==> src/first_fit_contiguous_sector_allocator_unit_defines.svh <==
// Assertion macros used by the allocator control RTL
`ifndef FIRST_FIT_CONTIGUOUS_SECTOR_ALLOCATOR_UNIT_DEFINES_SVH
`define FIRST_FIT_CONTIGUOUS_SECTOR_ALLOCATOR_UNIT_DEFINES_SVH

`ifndef ASSERT_OFF
`define FFCSA_ASSERT_IMPL(lbl, clk_s, rstn_s, ante, cons) \
    lbl: assert property (@(posedge clk_s) disable iff (!rstn_s) (ante) |-> (cons)) \
        else $error("ffcsa: same-cycle check failed");
`define FFCSA_ASSERT_NEXT(lbl, clk_s, rstn_s, ante, cons) \
    lbl: assert property (@(posedge clk_s) disable iff (!rstn_s) (ante) |=> (cons)) \
        else $error("ffcsa: next-cycle check failed");
`else
`define FFCSA_ASSERT_IMPL(lbl, clk_s, rstn_s, ante, cons)
`define FFCSA_ASSERT_NEXT(lbl, clk_s, rstn_s, ante, cons)
`endif

`endif

==> src/ffcsa_pkg.sv <==
package ffcsa_pkg;

    localparam int START_W     = 16;
    localparam int SECT_W      = 14;
    localparam int RUN_START_W = 32;
    localparam int BYTES_W     = 23;
    localparam int OUT_START_W = 17;

    localparam int SECTOR_BYTES = 512;
    localparam int SECTOR_SHIFT = $clog2(SECTOR_BYTES);
    localparam int NEED_W       = BYTES_W + 1 - SECTOR_SHIFT;

    localparam logic [SECT_W-1:0]  COUNT_MAX = {SECT_W{1'b1}};

    localparam logic [START_W-1:0] RESET_REGION_START   = 16'd428;
    localparam logic [SECT_W-1:0]  RESET_REGION_SECTORS = 14'd7764;

    // Configuration register indexes
    localparam logic CFG_REGION_START   = 1'b0;
    localparam logic CFG_REGION_SECTORS = 1'b1;

    // Opcodes
    localparam logic [1:0] OP_CLEAR = 2'd0;
    localparam logic [1:0] OP_MARK  = 2'd1;
    localparam logic [1:0] OP_ALLOC = 2'd2;

    typedef struct packed {
        logic                   found;
        logic [OUT_START_W-1:0] start_sector;
        logic [SECT_W-1:0]      sector_count;
    } res_t;

endpackage

==> src/ffcsa_ctrl.sv <==
`include "first_fit_contiguous_sector_allocator_unit_defines.svh"

module ffcsa_ctrl
    import ffcsa_pkg::*;
#(
    parameter int MAX_DATA_SECTORS = 8192,
    parameter int SIZE_MAX         = 8192,
    parameter int SZ_W             = 14,
    parameter int WORD_BITS        = 32,
    parameter int WORDS            = 256,
    parameter int WADDR_W          = 8
)(
    input  logic                   clk,
    input  logic                   rst_n,
    input  logic                   start,
    output logic                   busy,
    input  logic [1:0]             opcode,
    input  logic [RUN_START_W-1:0] run_start,
    input  logic [SECT_W-1:0]      run_count,
    input  logic [BYTES_W-1:0]     byte_size,
    input  logic [START_W-1:0]     region_start,
    input  logic [SECT_W-1:0]      region_sectors,
    output logic                   mem_we,
    output logic                   mem_re,
    output logic [WADDR_W-1:0]     mem_addr,
    output logic [WORD_BITS-1:0]   mem_wdata,
    input  logic [WORD_BITS-1:0]   mem_rdata,
    output logic                   done,
    output res_t                   res
);

    localparam int OFF_W = $clog2(WORD_BITS);

    localparam logic [2:0] S_IDLE    = 3'd0;
    localparam logic [2:0] S_CLR     = 3'd1;
    localparam logic [2:0] S_MK_SET  = 3'd2;
    localparam logic [2:0] S_MK_RD   = 3'd3;
    localparam logic [2:0] S_MK_WR   = 3'd4;
    localparam logic [2:0] S_SR_CHK  = 3'd5;
    localparam logic [2:0] S_SR_SCAN = 3'd6;
    localparam logic [2:0] S_RESP    = 3'd7;

    logic [2:0]             state_reg, state_next;
    logic                   boot_reg, boot_next;
    logic [SZ_W-1:0]        pos_reg, pos_next;
    logic [SZ_W-1:0]        run_reg, run_next;
    logic [SZ_W-1:0]        lo_reg, lo_next;
    logic [SZ_W-1:0]        hi_reg, hi_next;
    logic [RUN_START_W-1:0] rel_reg, rel_next;
    logic [SECT_W-1:0]      cnt_reg, cnt_next;
    logic [NEED_W-1:0]      need_reg, need_next;
    logic [OUT_START_W-1:0] off_reg, off_next;
    res_t                   res_reg, res_next;

    logic [SZ_W-1:0]        size;
    logic [BYTES_W:0]       bytes_up;
    logic [NEED_W-1:0]      need_raw;
    logic [NEED_W-1:0]      need_in;
    logic [SECT_W-1:0]      cnt_sat;
    logic [RUN_START_W:0]   end33;
    logic [RUN_START_W-1:0] lo32;
    logic [SZ_W-1:0]        lo_c;
    logic [SZ_W-1:0]        hi_c;
    logic [SZ_W:0]          pos_step;
    logic [NEED_W-1:0]      run_inc;
    logic                   cur_bit;
    logic [WADDR_W-1:0]     word_addr;
    logic [WORD_BITS-1:0]   mark_mask;
    logic [SZ_W-1:0]        bit_idx;

    // Region size saturated at the bitmap depth
    assign size = (32'(region_sectors) > SIZE_MAX) ? SZ_W'(SIZE_MAX) : SZ_W'(region_sectors);

    // Round bytes up to whole sectors, never below one
    assign bytes_up = {1'b0, byte_size} + (BYTES_W + 1)'(SECTOR_BYTES - 1);
    assign need_raw = bytes_up[BYTES_W:SECTOR_SHIFT];
    assign need_in  = (need_raw == '0) ? NEED_W'(1) : need_raw;
    assign cnt_sat  = (32'(run_count) > MAX_DATA_SECTORS) ?
                      SECT_W'(MAX_DATA_SECTORS) : run_count;

    // A wrapped run covers the bottom of the region up to its wrapped end
    assign end33 = {1'b0, rel_reg} + (RUN_START_W + 1)'(cnt_reg);
    assign lo32  = end33[RUN_START_W] ? '0 : rel_reg;
    assign lo_c  = (lo32 >= RUN_START_W'(size)) ? size : lo32[SZ_W-1:0];
    assign hi_c  = (end33[RUN_START_W-1:0] >= RUN_START_W'(size)) ?
                   size : end33[SZ_W-1:0];

    assign pos_step  = {1'b0, pos_reg} + (SZ_W + 1)'(WORD_BITS);
    assign run_inc   = NEED_W'(run_reg) + NEED_W'(1);
    assign cur_bit   = mem_rdata[pos_reg[OFF_W-1:0]];
    assign word_addr = pos_reg[OFF_W +: WADDR_W];

    always_comb
    begin
        for (int b = 0; b < WORD_BITS; b++)
        begin
            bit_idx      = {pos_reg[SZ_W-1:OFF_W], OFF_W'(b)};
            mark_mask[b] = (bit_idx >= lo_reg) && (bit_idx < hi_reg);
        end
    end

    always_comb
    begin
        state_next = state_reg;
        boot_next  = boot_reg;
        pos_next   = pos_reg;
        run_next   = run_reg;
        lo_next    = lo_reg;
        hi_next    = hi_reg;
        rel_next   = rel_reg;
        cnt_next   = cnt_reg;
        need_next  = need_reg;
        off_next   = off_reg;
        res_next   = res_reg;
        mem_we     = 1'b0;
        mem_re     = 1'b0;
        mem_addr   = word_addr;
        mem_wdata  = '0;

        unique case (state_reg)
            S_IDLE:
            begin
                if (start)
                begin
                    rel_next              = run_start - RUN_START_W'(region_start);
                    cnt_next              = cnt_sat;
                    need_next             = need_in;
                    pos_next              = '0;
                    res_next.found        = 1'b0;
                    res_next.start_sector = OUT_START_W'(region_start);
                    res_next.sector_count = '0;
                    case (opcode)
                        OP_CLEAR: state_next = S_CLR;
                        OP_MARK:  state_next = S_MK_SET;
                        OP_ALLOC:
                        begin
                            state_next = S_SR_CHK;
                            res_next.sector_count = (need_in > NEED_W'(COUNT_MAX)) ?
                                                    COUNT_MAX : need_in[SECT_W-1:0];
                        end
                        default:  state_next = S_RESP;
                    endcase
                end
            end
            S_CLR:
            begin
                mem_we   = 1'b1;
                pos_next = pos_step[SZ_W-1:0];
                if (word_addr == WADDR_W'(WORDS - 1))
                begin
                    pos_next   = '0;
                    boot_next  = 1'b0;
                    state_next = boot_reg ? S_IDLE : S_RESP;
                end
            end
            S_MK_SET:
            begin
                lo_next    = lo_c;
                hi_next    = hi_c;
                pos_next   = {lo_c[SZ_W-1:OFF_W], OFF_W'(0)};
                state_next = S_MK_RD;
            end
            S_MK_RD:
            begin
                if (lo_reg < hi_reg)
                begin
                    mem_re     = 1'b1;
                    state_next = S_MK_WR;
                end
                else
                begin
                    state_next = S_RESP;
                end
            end
            S_MK_WR:
            begin
                mem_we    = 1'b1;
                mem_wdata = mem_rdata | mark_mask;
                if (pos_step >= {1'b0, hi_reg})
                begin
                    state_next = S_RESP;
                end
                else
                begin
                    pos_next   = pos_step[SZ_W-1:0];
                    state_next = S_MK_RD;
                end
            end
            S_SR_CHK:
            begin
                off_next = OUT_START_W'(region_start) + OUT_START_W'(1)
                           - OUT_START_W'(need_reg);
                if (need_reg > NEED_W'(size))
                begin
                    state_next = S_RESP;
                end
                else
                begin
                    // Fetch the first word ahead of the scan
                    mem_re     = 1'b1;
                    mem_addr   = '0;
                    pos_next   = '0;
                    run_next   = '0;
                    state_next = S_SR_SCAN;
                end
            end
            S_SR_SCAN:
            begin
                mem_addr = word_addr + WADDR_W'(1);
                if (pos_reg == size)
                begin
                    state_next = S_RESP;
                end
                else if (cur_bit)
                begin
                    run_next = '0;
                    pos_next = pos_reg + SZ_W'(1);
                    mem_re   = (pos_reg[OFF_W-1:0] == {OFF_W{1'b1}});
                end
                else if (run_inc == need_reg)
                begin
                    res_next.found        = 1'b1;
                    res_next.start_sector = off_reg + OUT_START_W'(pos_reg);
                    state_next            = S_RESP;
                end
                else
                begin
                    run_next = run_inc[SZ_W-1:0];
                    pos_next = pos_reg + SZ_W'(1);
                    // Prefetch the next word while the last bit is checked
                    mem_re   = (pos_reg[OFF_W-1:0] == {OFF_W{1'b1}});
                end
            end
            S_RESP:
            begin
                state_next = S_IDLE;
            end
            default:
            begin
                state_next = S_IDLE;
            end
        endcase
    end

    always_ff @(posedge clk or negedge rst_n)
    begin
        if (!rst_n)
        begin
            state_reg <= S_CLR;
            boot_reg  <= 1'b1;
            pos_reg   <= '0;
        end
        else
        begin
            state_reg <= state_next;
            boot_reg  <= boot_next;
            pos_reg   <= pos_next;
        end
    end

    always_ff @(posedge clk)
    begin
        run_reg  <= run_next;
        lo_reg   <= lo_next;
        hi_reg   <= hi_next;
        rel_reg  <= rel_next;
        cnt_reg  <= cnt_next;
        need_reg <= need_next;
        off_reg  <= off_next;
        res_reg  <= res_next;
    end

    assign busy = (state_reg != S_IDLE);
    assign done = (state_reg == S_RESP);
    assign res  = res_reg;

    `FFCSA_ASSERT_IMPL(a_one_port, clk, rst_n, mem_we, !mem_re)
    `FFCSA_ASSERT_NEXT(a_accept_busy, clk, rst_n, start && !busy, busy)
    `FFCSA_ASSERT_NEXT(a_done_pulse, clk, rst_n, done, !done)
    `FFCSA_ASSERT_IMPL(a_found_count, clk, rst_n, done && res.found, res.sector_count != '0)
    `FFCSA_ASSERT_IMPL(a_run_below_need, clk, rst_n, state_reg == S_SR_SCAN,
                       NEED_W'(run_reg) < need_reg)

endmodule
==> config.mk <==
export PLATFORM = sky130hd
export DESIGN_NAME = ffcsa_ctrl
export DESIGN_NICKNAME = d
export VERILOG_FILES = /design/src/ffcsa_pkg.sv /design/src/ffcsa_ctrl.sv
export VERILOG_INCLUDE_DIRS = /design/src /design/src/src
export SDC_FILE = /design/constraint.sdc
export NUM_CORES = 1
export LEC_CHECK = 0
export BUFFER_PORTS_ARGS = -buffer_cell sky130_fd_sc_hd__buf_2
export CORE_MARGIN = 4
export CORE_UTILIZATION = 60
export CTS_CLUSTER_SIZE = 10
export DETAILED_ROUTE_END_ITERATION = 10
export GPL_TIMING_DRIVEN = 0
export PLACE_DENSITY = 0.82
export SLEW_MARGIN = 40
export SYNTH_ARGS = -nofsm -noshare
export SYNTH_HDL_FRONTEND = slang
export SYNTH_SLANG_ARGS = --single-unit
==> constraint.sdc <==
create_clock -name clk -period 5.1 [get_ports clk]
set_clock_uncertainty 0.05 [all_clocks]
set_input_delay 0.51 -clock clk [delete_from_list [all_inputs] [get_ports clk]]
set_output_delay 0.51 -clock clk [all_outputs]
set_load 0.02 [all_outputs]
==> flow_summary.toml, run 1 <==
[grt]
grt_pass1_wl_mm = 74.91
use_met2_pct = 54.99
first_global_vias = 13620
gr-usage-met1_pct = 45.40
gr-total-overflow = 0
grt_usage_pct = 33.70
busiest_layer = "met2"
antenna_found_initial = 0
grt_max_degree = 37
use_met3_pct = 4.438

[clocking]
cts_htree_levels = 4
root_buffer = "clkbuf_16"
clockBufferDepth = 2
insertion_delay_ps = 440
cts.sinks = 170
cts.clk_slew.worst_paths_ps = 70
cts_tree = "yes"
numCtsBuffers = 17

[power]
intPower_mw = 3.926
ir_worst_vdd_mv = 0.2409
clockPowerShare_pct = 18.1
netSwitchingFraction_pct = 45.23
p_switching_mw = 3.242
p_leak_nw = 7.724
seq_power_share_pct = 30.2
power_density_nw_per_um2 = 407.2
combPwrFrac_pct = 51.7

[layout]
final_util_pct = 70.10
antenna_cells = 0
final_cell_mix = "buf_2 (217), ha_1 (167), edfxtp_1 (152)"
layout.nets = 2232
area_delta_synth_final_pct = 15.40
stdcell_count = 2266
n_fill_cell = 2017
final_common_cell = "buf_2"
layout-drive-gt1-share_pct = 17.56

[synthesis]
syn-instance-count = 1685
synth_area_sq_um = 15250
synthArstFlopShare_pct = 10.59
yosysSeqAreaShare_pct = 32.89
synth_edf_count = 152
synth.area.top_cells = "edfxtp_1 (30%), ha_1 (14%), xnor2_1 (5.2%)"
synth_top_cell_area_share_pct = 29.92
ys.flop_type = "edfxtp_1"
ys_types = 80
yosysWarnings = 0
synth_top_cell_by_area = "edfxtp_1"
synth.avg_cell_area_sq_um = 9.052
syn_nets = 1993
ys_ff_latch = 170

[sta]
slew_viol_final = 0
setup_violations = 0
slew_headroom_pct = 46.18
min_period_ps = 4968
fin_crit_sh_pct = 97.42
tightestPinTransition_ps = 801.2
hold_viol = 0
fmax_mhz = 201.3

[critical_path]
critPathRequiredTime_ps = 5400
slowest_stage = "edfxtp_1"
crit_path_max_fanout = 9
worst_setup_path_start_kind = "register"
critical_path_arrival_ps = 5270
critPathLaunch = "rel_reg[0]"
path_class = "register to register"
crit_family = "compound AO/OA/AOI/OAI gates"
r2r_start = "rel_reg[0]"
critPathMaxStageDelay_ps = 500
path_buf_inv = 5
endpoint_kind = "register"
path_cells = "ha_2 > inv_1 > fa_1 > nand2b_4 > a21oi_4 > o41a_1 > a211o_1 > buf_6 > nand3_4 > buf_8 > nand2_1 > inv_1 > ha_1 > a21o_1 > a221oi_1 > o21ai_0 > a21o_1 > a221oi_4 > buf_6 > mux2i_2 > a222oi_1 > o21ai_0"

[worst_hold_path]
hold_start = "run_start[31]"
min_path_type = "primary input to register"

[floorplanning]
rows = 58
ios = 212
initial_utilization_pct = 60.75
core_area_sq_um = 25110
dieArea_sq_um = 28040
die_w_um = 167.4
die_h_um = 167.4

[drt]
firstDrtPassIters = 6
drt-initial-drc-count = 1406
wl_per_cell_um = 21.59
route.detailed.drc = 0
vias = 14380
via_per_inst = 6.346
antenna_left = 0
totalWireLength_mm = 48.93

[outcome]
status = "finished clean"

[run]
cap_violations = 0

[placed_design]
hpwl_mm = 38.99
globalplace.congestion = 0.9686
portBuffers = 208
placedCellCount = 2229
[area by class of cell]
| type | instances | area [sq um] | share of cell area [%] |
|---|---|---|---|
| tap | 330 | 412.9 | 2.346 |
| timing repair buffer | 221 | 1175 | 6.675 |
| clock inverter | 14 | 152.6 | 0.8672 |
| clock buffer | 17 | 425.4 | 2.417 |
| sequential | 170 | 5017 | 28.50 |
| buffer | 58 | 275.3 | 1.564 |
| inverter | 127 | 476.7 | 2.708 |
| multi-input combinational | 1329 | 9667 | 54.92 |
[synthesized netlist by cell type, types with 7 or more instances]
| cell type | number |
|---|---|
| a21o_1 | 43 |
| nor3_1 | 48 |
| ha_1 | 168 |
| a221oi_1 | 8 |
| mux2i_1 | 20 |
| buf_2 | 10 |
| a31oi_1 | 23 |
| nand3_1 | 64 |
| nand4_1 | 19 |
| nor2b_1 | 26 |
| xor2_1 | 26 |
| nor4_1 | 16 |
| o21a_1 | 13 |
| edfxtp_1 | 152 |
| inv_1 | 126 |
| clkbuf_1 | 44 |
| a22o_1 | 21 |
| a311oi_1 | 8 |
| dfrtp_1 | 16 |
| xnor2_1 | 91 |
| or2_2 | 11 |
| o31ai_1 | 10 |
| o21ba_2 | 10 |
| or3_1 | 8 |
| nand2_1 | 117 |
| a21oi_1 | 100 |
| nor3b_1 | 7 |
| o21ai_0 | 103 |
| a22oi_1 | 7 |
| nor2_1 | 146 |
| a211oi_1 | 21 |
| nand2b_1 | 32 |
| and2_1 | 20 |
| and3_1 | 21 |
| mux4_2 | 9 |
[layer usage]
layer,vias to the layer above,wire [um]
met5,-,0
met4,0,2470
met3,128,4250
met2,772,22470
met1,6775,19740
li1,6704,-
[stage by stage]
stage | instance area (sq um) | hold slack (ps) | worst slack (ps) | setup TNS [ps] | power, mW
after detailed placement | 16830 | 431.6 | -467.3 | -7796 | 5.745
after global routing | 17600 | 316.7 | -48.20 | -227.3 | 7.603
final | 17600 | 308.0 | 131.5 | 0 | 7.168
after CTS | 17490 | 294.9 | 9.016 | 0 | 7.061
after floorplan | 15250 | 164.4 | 270.8 | 0 | 4.625
after global placement | 16710 | 416.7 | -1100 | -95940 | 5.646
[power by group through the flow]
stage | registers [mW] | logic, mW | clock network, mW
after floorplan | 2.12 | 2.51 | 0
after global placement | 2.21 | 3.44 | 0
after detailed placement | 2.18 | 3.56 | 0
after CTS | 2.15 | 3.60 | 1.30
after global routing | 2.18 | 4.04 | 1.38
final | 2.17 | 3.70 | 1.30
[cells by family (layout without fill, tap and decap cells)]
kind of cell    after synthesis  after routing  share of synthesized area, %
compound gates              440            440                         19.32
xor+xnor                    121            121                         7.309
fa+ha+maj                   172            172                         14.31
mux                          34             34                         3.010
simple gates                562            562                         18.36
flops                       170            170                         32.89
buf+inv                     186            437                         4.807
[worst reg2reg max path: cells and delay by family, from the launching register on]
| family | cells | cell delay (ps) |
|---|---|---|
| adders and majority gates | 3 | 920 |
| muxes | 1 | 370 |
| buffers and inverters | 5 | 640 |
| DFF | 1 | 500 |
| and+or+nand+nor | 3 | 420 |
| AOI/OAI and AO/OA | 10 | 2020 |
[repair_timing]
| item | CTS | global route |
|---|---|---|
| setup buffers | 1 | 4 |
| endpoints found under the setup margin | 31 | 29 |
| pin swaps | 1 | 4 |
| hold endpoints to repair | 16 | 0 |
| gates cloned | 1 | 0 |
| gates resized for setup | 17 | 15 |
| hold buffers | 1 | 0 |
[final timing paths]
check | endpoint | slack, ps | cells after the start
min in group asynchronous | pos_reg[9] | 530 | 2
worst max register to register | pos_reg[6] | 130 | 22
max in group asynchronous | state_reg[0] | 4110 | 2
worst min register to register | boot_reg | 440 | 1
worst max-delay path | pos_reg[6] | 130 | 22
worst min-delay path | rel_reg[31] | 310 | 2
Note: power is estimated with default switching activity, not from simulation.
==> run 2, diff against run 1 <==
Settings changed: SETUP_SLACK_MARGIN from default to 0.5.
==> flow_summary.toml, run 2 (synthesis gave the netlist of run 1 again) <==
[sta]
grt_setup_unrepaired = "yes"
tightestPinTransition_ps = 770.1
slew_viol_final = 0
hold_viol = 0
fin_crit_sh_pct = 90.57
fmax_mhz = 216.5
setup_violations = 0
min_period_ps = 4619
slew_headroom_pct = 48.35

[drt]
via_per_inst = 6.342
totalWireLength_mm = 48.32
wl_per_cell_um = 21.00
firstDrtPassIters = 8
drt-initial-drc-count = 1603
vias = 14590
route.detailed.drc = 0
antenna_left = 0

[layout]
final_cell_mix = "buf_2 (218), ha_1 (162), edfxtp_1 (152)"
area_delta_synth_final_pct = 18.72
final_common_cell = "buf_2"
regArea_sq_um = 5017
layout-drive-gt1-share_pct = 20.31
final_util_pct = 72.12
multiInputGateArea_sq_um = 9856
layout.nets = 2264
n_fill_cell = 1924

[critical_path]
path_cells = "ha_2 > inv_2 > fa_2 > nand2b_4 > a21oi_4 > o41a_1 > a211o_1 > buf_6 > nand3_4 > buf_8 > nand2_2 > ha_4 > nand2b_4 > a21o_1 > a21oi_2 > o21ai_1 > a21o_1 > a221oi_4 > buf_6 > mux2_4 > buf_4"
worst_setup_path_start_kind = "register"
crit_path_max_fanout = 5
critical_path_arrival_ps = 4760
critPathMaxStageDelay_ps = 480
endpoint_kind = "register"
critPathRequiredTime_ps = 5240
path_buf_inv = 5
crit_family = "compound AO/OA/AOI/OAI gates"
path_class = "register to register"
slowest_stage = "edfxtp_1"

[power]
power_mw = 7.363
ir_worst_vdd_mv = 0.2383
p_leak_nw = 7.935
power_density_nw_per_um2 = 406.6

[clocking]
root_buffer = "clkbuf_16"
cts.clk_slew.worst_paths_ps = 70
numCtsBuffers = 17
cts_htree_levels = 4
clockBufferDepth = 2
insertion_delay_ps = 430
cts_tree = "yes"
cts.sinks = 170

[floorplanning]
ios = 212
initial_utilization_pct = 60.75
die_h_um = 167.4
rows = 58
dieArea_sq_um = 28040
die_w_um = 167.4
core_area_sq_um = 25110

[grt]
gr-total-overflow = 0
grt_usage_pct = 32.98
grt_max_degree = 24
grt_pass1_wl_mm = 73.69
first_global_vias = 13740
antenna_found_initial = 4

[placed_design]
portBuffers = 208
hpwl_mm = 37.81
globalplace.congestion = 1.016

[run]
cap_violations = 0

[worst_hold_path]
min_path_type = "primary input to register"

[outcome]
status = "finished clean"
-- run 2: routing by layer --
| metal | up-vias | part of all wire [%] | GRT usage, % |
|---|---|---|---|
| met5 | - | 0.056 | 0 |
| met4 | 4 | 5.5 | 15.84 |
| met3 | 169 | 8.6 | 4.839 |
| met2 | 789 | 47 | 54.03 |
| met1 | 6849 | 39 | 43.18 |
| li1 | 6781 | - | - |
-- run 2: power by group --
part           total [mW]  leakage [nW]  internal [mW]  switching (mW)
Combinational        3.84          6.00           1.48            2.36
Sequential           2.17          1.64           1.89           0.279
Clock                1.35         0.293          0.742           0.611
-- run 2: worst reg2reg max path: cells and delay by family (launching register included) --
kind                       cells  cell delay [ps]
buffers and inverters          5              680
AOI/OAI and AO/OA              8             1710
and+or+nand+nor                4              430
muxes                          1              350
DFF                            1              480
adders and majority gates      3              680
-- run 2: path summary, 6_finish.rpt --
path / startpoint / to / slack, ps / cells after the start
worst max-delay path: rel_reg[0] / lo_reg[9] / 480 / 21
min in group asynchronous: rst_n / pos_reg[9] / 540 / 2
worst min register to register: boot_reg / boot_reg / 420 / 1
max in group asynchronous: rst_n / state_reg[0] / 4090 / 2
worst min-delay path: run_start[31] / rel_reg[31] / 320 / 2
worst max register to register: rel_reg[0] / lo_reg[9] / 480 / 21
-- run 2: metrics by stage --
stage	cell area, sq um	hold WS (ps)	TNS (ps)	std cells	setup WS (ps)
2_1_floorplan	15260	164.4	0	1685	500.0
3_3_place_gp	16710	401.7	-10440	2223	-616.5
3_5_place_dp	16870	408.1	-2947	2231	-303.4
4_1_cts	17750	300.3	0	2277	502.1
5_1_grt	18110	319.2	0	2301	334.3
6_report	18110	315.4	0	2301	480.7
-- run 2: layout make-up --
class | instances | area share (%)
Buffer | 59 | 1.575
Sequential cell | 170 | 27.71
Antenna cell | 2 | 0.02764
Multi-Input combinational cell | 1330 | 54.43
Clock inverter | 15 | 1.036
Clock buffer | 17 | 2.349
Inverter | 127 | 2.632
Timing Repair Buffer | 251 | 7.967
Tap cell | 330 | 2.280
-- run 2: what timing repair did --
item / CTS / global route
resized for setup: 38 / 42
hold buffers: 1 / 0
endpoints found under the setup margin: 44 / 43
hold endpoints to repair: 16 / 0
setup buffers: 12 / 20
pin swaps: 7 / 22
cloned: 1 / 2
==> run 3, diff against run 2 <==
Clock period 5.1 ns to 4.9 ns, I/O delays scaled along.
==> flow_summary.toml, run 3 (synthesis gave the netlist of run 1 again) <==
[outcome]
status = "finished clean"

[clocking]
numCtsBuffers = 17
clockBufferDepth = 2
insertion_delay_ps = 450
cts.clk_slew.worst_paths_ps = 70
root_buffer = "clkbuf_16"
cts.sinks = 170
cts_htree_levels = 4
cts_tree = "yes"

[sta]
slew_viol_final = 0
tightestPinTransition_ps = 987.6
fin_crit_sh_pct = 96.39
fmax_mhz = 211.7
grt_setup_unrepaired = "yes"
min_period_ps = 4723
hold_viol = 0
setup_tns_ps = 0
slew_headroom_pct = 33.46
setup_violations = 0

[critical_path]
critPathMaxStageDelay_ps = 500
r2r_cells = 20
crit_cells = 20
critPathLaunch = "rel_reg[5]"
path_buf_inv = 5
path_class = "register to register"
crit_family = "compound AO/OA/AOI/OAI gates"
critPathRequiredTime_ps = 5210
slowest_stage = "edfxtp_1"
r2r_start = "rel_reg[5]"
critPathCapture = "pos_reg[10]"
reg2reg_setup_slack_ps = 180
crit_top_cell = "a21o_1"
critical_path_arrival_ps = 5030
worst_setup_path_start_kind = "register"
endpoint_kind = "register"
crit_path_max_fanout = 6
regToRegEndpoint = "pos_reg[10]"
path_cells = "ha_1 > a21o_1 > o41a_1 > a211o_1 > buf_6 > nand3_4 > buf_8 > nand2_4 > inv_2 > ha_4 > a21o_1 > a221oi_4 > o21ai_2 > a21o_1 > a221oi_2 > buf_4 > buf_12 > mux2i_4 > a221oi_2 > o21ai_1"

[grt]
grt_max_degree = 37
grt_pass1_wl_mm = 77.24
first_global_vias = 14070
antenna_found_initial = 0
gr-total-overflow = 0
grt_usage_pct = 34.76

[layout]
layout-drive-gt1-share_pct = 21.12
multiInputGateArea_sq_um = 9951
stdcell_count = 2300
antenna_cells = 0
n_fill_cell = 1924
layout.nets = 2265
final_common_cell = "buf_2"
final_cell_mix = "buf_2 (218), ha_1 (162), edfxtp_1 (152)"
area_delta_synth_final_pct = 19.92
regArea_sq_um = 5017
final_util_pct = 72.85

[drt]
firstDrtPassIters = 6
via_per_inst = 6.408
drt-initial-drc-count = 1599
wl_per_cell_um = 22.25
totalWireLength_mm = 51.17
vias = 14740
route.detailed.drc = 0
antenna_left = 0

[power]
p_leak_nw = 7.990
power_mw = 7.681
ir_worst_vdd_mv = 0.2565
power_density_nw_per_um2 = 419.9

[floorplanning]
ios = 212
rows = 58
initial_utilization_pct = 60.75
core_area_sq_um = 25110
die_h_um = 167.4
dieArea_sq_um = 28040
die_w_um = 167.4

[worst_hold_path]
min_path_type = "primary input to register"
hold_start = "run_start[31]"

[placed_design]
hpwl_mm = 38.94
placedCellCount = 2229
portBuffers = 208
globalplace.congestion = 0.9845

[run]
cap_violations = 0
run 3: cell types whose count changed in the layout (fill, tap and decap cells not counted), sizes merged:
cell	change
diode	-2
bufinv	-2
inv	+2
clkinv	-1
clkbuf	-3
clkinvlp	+1
o21ai	-1
buf	+5
run 3: layout make-up:
class | instances | area share (%)
Buffer | 59 | 1.621
Clock buffer | 17 | 2.326
Clock inverter | 15 | 0.8756
Inverter | 127 | 2.606
Multi-Input combinational cell | 1329 | 54.40
Sequential cell | 170 | 27.43
Tap cell | 330 | 2.257
Timing Repair Buffer | 253 | 8.482
run 3: worst min-delay path by stage:
stage                             end  slack, ps  cells after the start
final                     rel_reg[31]        290                      2
after detailed placement     boot_reg        410                      1
after global placement       boot_reg        410                      1
after global routing      rel_reg[25]        310                      2
after floorplan            pos_reg[0]        140                      0
after CTS                 rel_reg[31]        280                      2
run 3: power by group:
| group | internal, mW | switching (mW) | leakage (nW) |
|---|---|---|---|
| registers | 1.97 | 0.291 | 1.64 |
| clock network | 0.683 | 0.689 | 0.277 |
| logic | 1.54 | 2.51 | 6.07 |
run 3: worst register-to-register path, cell delays in order, from the launching register on:
cell,delay [ps]
edfxtp_1,500
ha_1,430
a21o_1,240
o41a_1,410
a211o_1,280
buf_6,130
nand3_4,70
buf_8,140
nand2_4,70
inv_2,70
ha_4,200
a21o_1,200
a221oi_4,290
o21ai_2,90
a21o_1,220
a221oi_2,300
buf_4,170
buf_12,140
mux2i_4,350
a221oi_2,140
o21ai_1,170
run 3: per-stage QoR:
| step | worst slack (ps) | hold WS, ps | area (sq um) |
|---|---|---|---|
| after floorplan | 505.1 | 144.4 | 15280 |
| after global placement | -889.6 | 405.3 | 16730 |
| after detailed placement | -366.1 | 410.1 | 16880 |
| after CTS | 301.0 | 284.2 | 18150 |
| after global routing | 156.2 | 310.6 | 18290 |
| final | 177.0 | 289.7 | 18290 |
run 3: timing repair:
action	4_1_cts	5_1_grt
gates cloned	3	0
endpoints found under the hold margin	16	0
pin swaps	28	20
gates resized for setup	94	26
hold buffers	1	0
setup endpoints to repair	58	64
buffers inserted	32	3
run 3: metal layers:
| metal | share of wire [%] | vias up | track usage, % |
|---|---|---|---|
| li1 | - | 6768 | - |
| met1 | 38 | 6865 | 45.43 |
| met2 | 46 | 919 | 56.48 |
| met3 | 10 | 187 | 5.642 |
| met4 | 5.7 | 0 | 17.01 |
| met5 | 0 | - | 0 |
